**config.mk**
```make
export PLATFORM = sky130hd
export DESIGN_NAME = glsd_front
export DESIGN_NICKNAME = d
export VERILOG_FILES = /design/src/rtl/glsd_pkg.sv /design/src/rtl/glsd_front.sv
export SDC_FILE = /design/constraint.sdc
export NUM_CORES = 1
export LEC_CHECK = 0
export ABC_AREA = 1
export BUFFER_PORTS_ARGS = -buffer_cell sky130_fd_sc_hd__buf_4
export CAP_MARGIN = 20
export CORE_MARGIN = 1
export CORE_UTILIZATION = 40
export CTS_BUF_LIST = sky130_fd_sc_hd__clkbuf_4
export DETAILED_ROUTE_END_ITERATION = 16
export PLACE_DENSITY = 0.65
export SETUP_SLACK_MARGIN = 0.15
export SYNTH_ARGS = -nofsm -noshare
export SYNTH_HDL_FRONTEND = slang
export SYNTH_SLANG_ARGS = --single-unit
```
**constraint.sdc**
```tcl
create_clock -name aclk -period 10.5 [get_ports aclk]
set_input_delay 2.1 -clock aclk [delete_from_list [all_inputs] [get_ports aclk]]
set_output_delay 2.1 -clock aclk [all_outputs]
set_load 0.05 [all_outputs]
```
**src/rtl/glsd_pkg.sv**
```systemverilog
`timescale 1ns / 1ps
// Shared types and constants of the gradient line stepper.
package glsd_pkg;

    localparam int XY_BITS     = 12;
    localparam int Z_BITS      = 16;
    localparam int L_BITS      = (Z_BITS > XY_BITS) ? Z_BITS : XY_BITS;
    localparam int NUM_BITS    = 2 * L_BITS;
    localparam int CNT_BITS    = $clog2(L_BITS + 1);
    localparam int CH_COUNT    = 4;
    localparam int COORD_LANES = 3;
    localparam int LANES       = COORD_LANES + CH_COUNT;
    localparam int QUEUE_DEPTH = 2;
    localparam int QPTR_BITS   = $clog2(QUEUE_DEPTH);

    localparam logic REQ_LOAD = 1'b0;
    localparam logic REQ_STEP = 1'b1;

    typedef struct packed {
        logic                     req_type;
        logic [XY_BITS-1:0]       start_x;
        logic [XY_BITS-1:0]       start_y;
        logic signed [Z_BITS-1:0] start_z;
        logic [XY_BITS-1:0]       end_x;
        logic [XY_BITS-1:0]       end_y;
        logic signed [Z_BITS-1:0] end_z;
        logic [31:0]              color_start;
        logic [31:0]              color_end;
    } glsd_in_t;

    typedef struct packed {
        logic [XY_BITS-1:0]       pix_x;
        logic [XY_BITS-1:0]       pix_y;
        logic signed [Z_BITS-1:0] pix_z;
        logic [31:0]              pix_color;
        logic                     last_pixel;
    } glsd_out_t;

    typedef struct packed {
        logic [XY_BITS-1:0] origin_x;
        logic [XY_BITS-1:0] origin_y;
        logic [Z_BITS-1:0]  origin_z;
        logic [L_BITS-1:0]  mag_x;
        logic [L_BITS-1:0]  mag_y;
        logic [L_BITS-1:0]  mag_z;
        logic               neg_x;
        logic               neg_y;
        logic               neg_z;
        logic [31:0]        first_color;
        logic [31:0]        second_color;
        logic [L_BITS-1:0]  span_len;
        logic [L_BITS-1:0]  step_index;
        logic               last_step;
    } glsd_job_t;

endpackage

```
**src/rtl/glsd_front.sv**
```systemverilog
`timescale 1ns / 1ps
// Front end: accepts items, holds the line setup and issues one pixel job per step.
module glsd_front (
    input  logic                 aclk,
    input  logic                 aresetn,
    input  logic                 s_valid,
    output logic                 s_ready,
    input  glsd_pkg::glsd_in_t   s_data,
    input  logic                 q_full,
    output logic                 q_push,
    output glsd_pkg::glsd_job_t  q_job
);
    import glsd_pkg::*;

    logic [XY_BITS:0]  dx, dy, ax, ay;
    logic [Z_BITS:0]   dz, az;
    logic [L_BITS-1:0] mag_x, mag_y, mag_z, span;
    logic              load_acc;
    glsd_job_t         line_reg, line_next;
    logic [L_BITS-1:0] n_reg;
    logic              active_reg;

    assign s_ready  = !q_full;
    assign load_acc = s_valid && s_ready && (s_data.req_type == REQ_LOAD);
    assign q_push   = s_valid && s_ready && (s_data.req_type == REQ_STEP) && active_reg;

    always_comb begin
        dx = {1'b0, s_data.end_x} - {1'b0, s_data.start_x};
        dy = {1'b0, s_data.end_y} - {1'b0, s_data.start_y};
        dz = {s_data.end_z[Z_BITS-1], s_data.end_z} - {s_data.start_z[Z_BITS-1], s_data.start_z};
        ax = dx[XY_BITS] ? (~dx + 1'b1) : dx;
        ay = dy[XY_BITS] ? (~dy + 1'b1) : dy;
        az = dz[Z_BITS] ? (~dz + 1'b1) : dz;
        mag_x = L_BITS'(ax[XY_BITS-1:0]);
        mag_y = L_BITS'(ay[XY_BITS-1:0]);
        mag_z = L_BITS'(az[Z_BITS-1:0]);
        span = mag_x;
        if (mag_y > span) begin
            span = mag_y;
        end
        if (mag_z > span) begin
            span = mag_z;
        end

        line_next              = '0;
        line_next.origin_x     = s_data.start_x;
        line_next.origin_y     = s_data.start_y;
        line_next.origin_z     = s_data.start_z;
        line_next.mag_x        = mag_x;
        line_next.mag_y        = mag_y;
        line_next.mag_z        = mag_z;
        line_next.neg_x        = dx[XY_BITS];
        line_next.neg_y        = dy[XY_BITS];
        line_next.neg_z        = dz[Z_BITS];
        line_next.first_color  = s_data.color_start;
        line_next.second_color = s_data.color_end;
        line_next.span_len     = span;
    end

    always_comb begin
        q_job            = line_reg;
        q_job.step_index = n_reg;
        q_job.last_step  = (n_reg == line_reg.span_len);
    end

    always_ff @(posedge aclk) begin
        if (!aresetn) begin
            active_reg <= 1'b0;
            n_reg      <= '0;
        end else if (load_acc) begin
            active_reg <= 1'b1;
            n_reg      <= '0;
        end else if (q_push) begin
            if (n_reg == line_reg.span_len) begin
                active_reg <= 1'b0;
            end else begin
                n_reg <= n_reg + 1'b1;
            end
        end
    end

    always_ff @(posedge aclk) begin
        if (load_acc) begin
            line_reg <= line_next;
        end
    end

endmodule

```
Word level (Yosys, flattened, before mapping)
Cells that the tools add are included.

storage, ports and cells
  logic and storage cells = 48
  output and inout port bits = 190
  bits of input ports = 149
  register bits = 180

operators by class
  add/sub/neg operators = 7
  mux-type cells = 8
  $lt $le $gt $ge = 2
  equality and inequality tests = 1
  bitwise logic cells = 6
  reductions and logical operators = 10

operators with widths
  cell                                                              number
  12-bit 2-to-1 mux                                                 3
  16-bit by 1-bit adder with 16-bit output (second input constant)  2
  16-bit 2-to-1 mux                                                 2
  12-bit by 12-bit subtractor with 13-bit output                    2
  12-bit by 1-bit adder with 12-bit output (second input constant)  2
  12-bit inverter                                                   2
  16-bit by 16-bit subtractor with 17-bit output                    1
  16-bit == test                                                    1
  16-bit by 12-bit greater-than comparator with 1-bit output        1
  16-bit inverter                                                   1
  12-bit greater-than comparator                                    1
  1-bit logical AND                                                 4
  2-bit AND reduction                                               2
  2-bit nonzero test                                                2
  1-bit 2-to-1 mux                                                  3
  1-bit inverter                                                    3
  2-bit OR reduction                                                1
  1-bit zero test                                                   1

Longest topological paths before layout
  word-level depth = 8
  gate-level depth with buffers = 40
  gate-level depth less buffers = 39

Worst setup path after synthesis
No wires, ideal clock.

  path kind = input -> register
  start = input q_full
  end = register n_reg[10]
  required time = 10.380 ns
  stages on the path = 9
  path slack = -0.106 ns
  path buffers = 1
  data arrival time = 10.486 ns
  setup time = 0.120 ns
  cells stage by stage = inv_1 -> nand2_1 -> nor2_1 -> inv_1 -> nand2_1 -> inv_1 -> clkbuf_1 -> o21ai_0 -> a21oi_1

between the ends
  elaborated cells on any way between the ends = 7
  those cells by class = reduce/logical: 7

RTL lines
  what                            RTL line          RTL
  from (decl)                     glsd_front.sv:9   input logic q_full,
  1-bit zero test                 glsd_front.sv:23  assign s_ready = !q_full;
  1-bit logical AND (2 in a row)  glsd_front.sv:24  assign load_acc = s_valid && s_ready && (s_data.req_type == REQ_LOAD);
  via load_acc                    glsd_front.sv:18  logic load_acc;
  2-bit OR reduction (no line)    --
  to (signal assigned)            glsd_front.sv:77  n_reg <= n_reg + 1'b1;
  to (decl)                       glsd_front.sv:20  logic [L_BITS-1:0] n_reg;

The timed path passes the listed nets, and every way through them passes these cells.
A chain may end at the register's enable or synchronous reset.

Worst setup path after layout
  start = input s_data[92] (netlist bit)
  end = register line_reg, in the netlist q_job[26], data pin

between the ends
  word-level cells in the longest chain between the ends = 8

ends and longest elaborated chain
  what                                                        RTL line          RTL
  from (decl)                                                 glsd_front.sv:8   input glsd_pkg::glsd_in_t s_data,
  12-bit by 12-bit subtractor with 13-bit output *            glsd_front.sv:28  dx = {1'b0, s_data.end_x} - {1'b0, s_data.start_x};
  12-bit inverter                                             glsd_front.sv:31  ax = dx[XY_BITS] ? (~dx + 1'b1) : dx;
  12-bit by 1-bit adder with 12-bit output                    glsd_front.sv:31
  12-bit 2-to-1 mux *                                         glsd_front.sv:31
  12-bit greater-than comparator                              glsd_front.sv:38  if (mag_y > span) begin
  12-bit 2-to-1 mux *                                         glsd_front.sv:38
  16-bit by 12-bit greater-than comparator with 1-bit output  glsd_front.sv:41  if (mag_z > span) begin
  16-bit 2-to-1 mux *                                         glsd_front.sv:41
  via span[9]                                                 glsd_front.sv:17  logic [L_BITS-1:0] mag_x, mag_y, mag_z, span;
  to (signal assigned)                                        glsd_front.sv:84  line_reg <= line_next;
  to (decl)                                                   glsd_front.sv:19  glsd_job_t line_reg, line_next;

Mark *: on every way through the listed nets, which the timed path passes. The rest lies on a longest branch.

==> flow_metrics.env <==
export IMPL_synth_edf_count=163
export IMPL_timing_rr_end="n_reg[15]"
export IMPL_crit_type="primary input to register"
export IMPL_grt_usage_pct=20.4
export IMPL_finalNetCount=1653
export IMPL_num_rows=58
export IMPL_setup_ws_ps=3430
export IMPL_design_power_total_w=0.00219
export IMPL_synth_flop_cell="edfxtp_1"
export IMPL_largest_register_ffs=163
export IMPL_cts_tree="built"
export IMPL_cts_setup_buffers=0
export IMPL_worstHoldEndpoint="active_reg"
export IMPL_fin_area_um2=13300
export IMPL_cp_start_kind="primary input"
export IMPL_min_period_ps=7070
export IMPL_antenna_found_initial=1
export IMPL_clockRootBuffer="clkbuf_4"
export IMPL_gp_congestion=0.852
export IMPL_clockBufferDepth=2
export IMPL_yosysUniqueCellTypes=47
export IMPL_grt_pass1_wl_mm=41.4
export IMPL_cp_num_buf_inv=7
export IMPL_vias=8460
export IMPL_crit_cells=36
export IMPL_overflow=0
export IMPL_peakVddDrop_mv=0.0729
export IMPL_avgSynthCellArea_um2=9.31
export IMPL_syn_to_final_growth_pct=31.0
export IMPL_grt_max_degree=82
export IMPL_io_buffers=330
export IMPL_finalHoldViolCount=0
export IMPL_arrival_ps=7400
export IMPL_rsz0062_at_grt="no"
export IMPL_postRouteAntennaNets=0
export IMPL_status="complete, no violations"
export IMPL_drv_slew=0
export IMPL_cpPeakStageDelay_ps=410
export IMPL_cp_slowest_cell="fa_1"
export IMPL_crit_family="simple AND/OR/NAND/NOR gates"
export IMPL_rr_startpoint="q_job[18]"
export IMPL_drt_iter0_drc=469
export IMPL_htreeDepth=4
export IMPL_yosysSeqAreaShare_pct=51.4
export IMPL_pre_cts_ws_ps=2780
export IMPL_syn_area_um2=10200
export IMPL_wirelength_mm=26.7
export IMPL_worstMarginPinSlew_ps=1050
export IMPL_ctsResizeCount=0
export IMPL_syn_inst=1094
export IMPL_relSlewSlack_pct=29.9
export IMPL_power_density_nw_per_um2=164
export IMPL_synth_warnings=0
export IMPL_min_period_over_period_pct=67.3
export IMPL_die_area_um2=26100
export IMPL_cp_data_required_time_ps=10830
export IMPL_hpwl_mm=21.7
export IMPL_die_y_um=162
export IMPL_setup_violations_final=0
export IMPL_hold_buffers=0
export IMPL_async_reset_ff_share_pct=0
export IMPL_numCtsBuffers=17
export IMPL_cp_max_fo=13
export IMPL_grt_pass1_vias=8065
export IMPL_pin_count=339
export IMPL_post_dp_cell_area_um2=13000
export IMPL_clock_latency_ps=580
export IMPL_ys_ff_latch=180
export IMPL_hold_start="active_reg"
export IMPL_core_area_um2=25100
export IMPL_rr_worst_depth=11
export IMPL_fin_setup_tns_ps=0
export IMPL_timing_fmax_mhz=141
export IMPL_crit_top_cell="nand2_1"
export IMPL_first_pass_iters=6
export IMPL_drive_above_1_share_pct=28.5
export IMPL_clk_pin_slew_ps=180
export IMPL_hold_depth=2
export IMPL_cp_end_kind="register"
export IMPL_wl_per_cell_um=15.0
export IMPL_avgViaCountPerCell=4.76
export IMPL_hold_class="register to register"
export IMPL_cts_sinks=180
export IMPL_reg2reg_slack_ps=8240
export IMPL_skew_ps=30.3
export IMPL_fillCellCount=2373
export IMPL_drcViolationCount=0
export IMPL_initial_core_util_pct=40.6
export IMPL_die_w_um=162
export IMPL_p_leak_nw=6.42
export IMPL_cap_violations=0
-- cell type report --
type	instances	area [µm²]	share of cell area (%)
Timing Repair Buffer	332	2490	18.7
Inverter	198	743	5.57
Antenna cell	1	2.50	0.0188
Tap cell	330	413	3.09
Clock buffer	17	128	0.957
Clock inverter	15	223	1.67
Sequential cell	180	5240	39.2
Multi-Input combinational cell	705	4110	30.8
-- synthesized netlist by cell type (2+ instances only) --
master	n	area share [%]
xnor2_1	5	0.43
buf_2	3	0.15
fa_1	3	0.59
o21a_1	2	0.15
o21bai_1	3	0.22
o21ai_0	30	1.5
or2_2	6	0.37
o31ai_1	2	0.15
nor3b_1	5	0.37
nand2_1	258	9.5
buf_4	12	0.88
nor3_1	13	0.64
nor2_1	61	2.2
inv_1	190	7.0
a211oi_1	2	0.15
and2_1	2	0.12
a21oi_1	53	2.6
dfxtp_1	17	3.3
clkinv_1	2	0.074
edfxtp_1	163	48
nand2_2	13	0.80
o211ai_1	2	0.15
nor2_2	4	0.25
a31oi_1	3	0.18
inv_2	6	0.22
xor2_1	47	4.0
xor2_2	2	0.32
nand3_2	11	1.1
nand3b_1	6	0.44
nand3_1	70	3.4
ha_1	67	8.2
nand4_1	16	0.98
-- placed cells by master (no fill, tap or decap), types with 3 or more instances in the layout --
cell type  instances
or2_2              6
buf_4            332
nor2_2             4
nor3b_1            5
inv_8              4
nor2_1            60
inv_1            190
inv_2              6
nand3_2           11
clkbuf_4          17
nand3b_1           6
xnor2_1            5
nand2_1          258
clkinv_8           6
conb_1             8
o21bai_1           3
a31oi_1            3
o21ai_0           30
ha_1              67
xor2_1            47
nor3_1            13
nand4_1           16
fa_1               3
nand2_2           13
dfxtp_1           17
edfxtp_1         163
nand3_1           70
a21oi_1           53
-- cells by family after synthesis --
kind of cell	Yosys count	share of synthesized area [%]
XOR/XNOR	55	4.95
AO/OA/AOI/OAI	103	5.59
AND/OR/NAND/NOR	469	20.6
adder cells (fa/ha/maj)	70	8.82
buffers and inverters	216	8.62
other	1	0.0368
flip-flops	180	51.4
-- report_power, final --
group	internal, W	total [W]	switching [W]
Sequential	0.000846	0.000863	0.0000170
Clock	0.000143	0.000449	0.000306
Combinational	0.000292	0.000879	0.000587
Total	0.00128	0.00219	0.000910
-- metal layers --
layer	GRT usage, %	routed length [µm]	up-vias
met2	35.7	13200	282
met4	5.19	408	0
li1	-	-	4264
met1	25.2	11400	3889
met3	4.73	1750	25
met5	0	0	-
-- worst reg2reg max path: cells and delay by family, from the launching register on --
| kind | cells | cell delay, ps |
|---|---|---|
| and+or+nand+nor | 8 | 1190 |
| xor gates and xnor gates | 1 | 170 |
| DFF | 1 | 520 |
| AOI/OAI and AO/OA | 2 | 290 |
-- metrics by stage --
stage | util, % | std cells | hold slack (ps)
after floorplan | - | 1101 | 456
after global placement | 51.7 | 1745 | 476
after detailed placement | 51.7 | 1745 | 486
after CTS | 53.1 | 1777 | 512
after global routing | 53.1 | 1778 | 553
final | 53.1 | 1778 | 509
-- worst max path at each step --
stage | start | end | slack, ps
floorplan | q_full | n_reg[10] | 2690
global placement | s_data[92] | q_job[18] | 2910
detailed placement | s_data[92] | q_job[25] | 2780
CTS | s_data[92] | q_job[23] | 3420
global route | s_data[92] | q_job[27] | 2860
finish | s_data[92] | q_job[26] | 3430
Power figures use the tool's default switching activity.
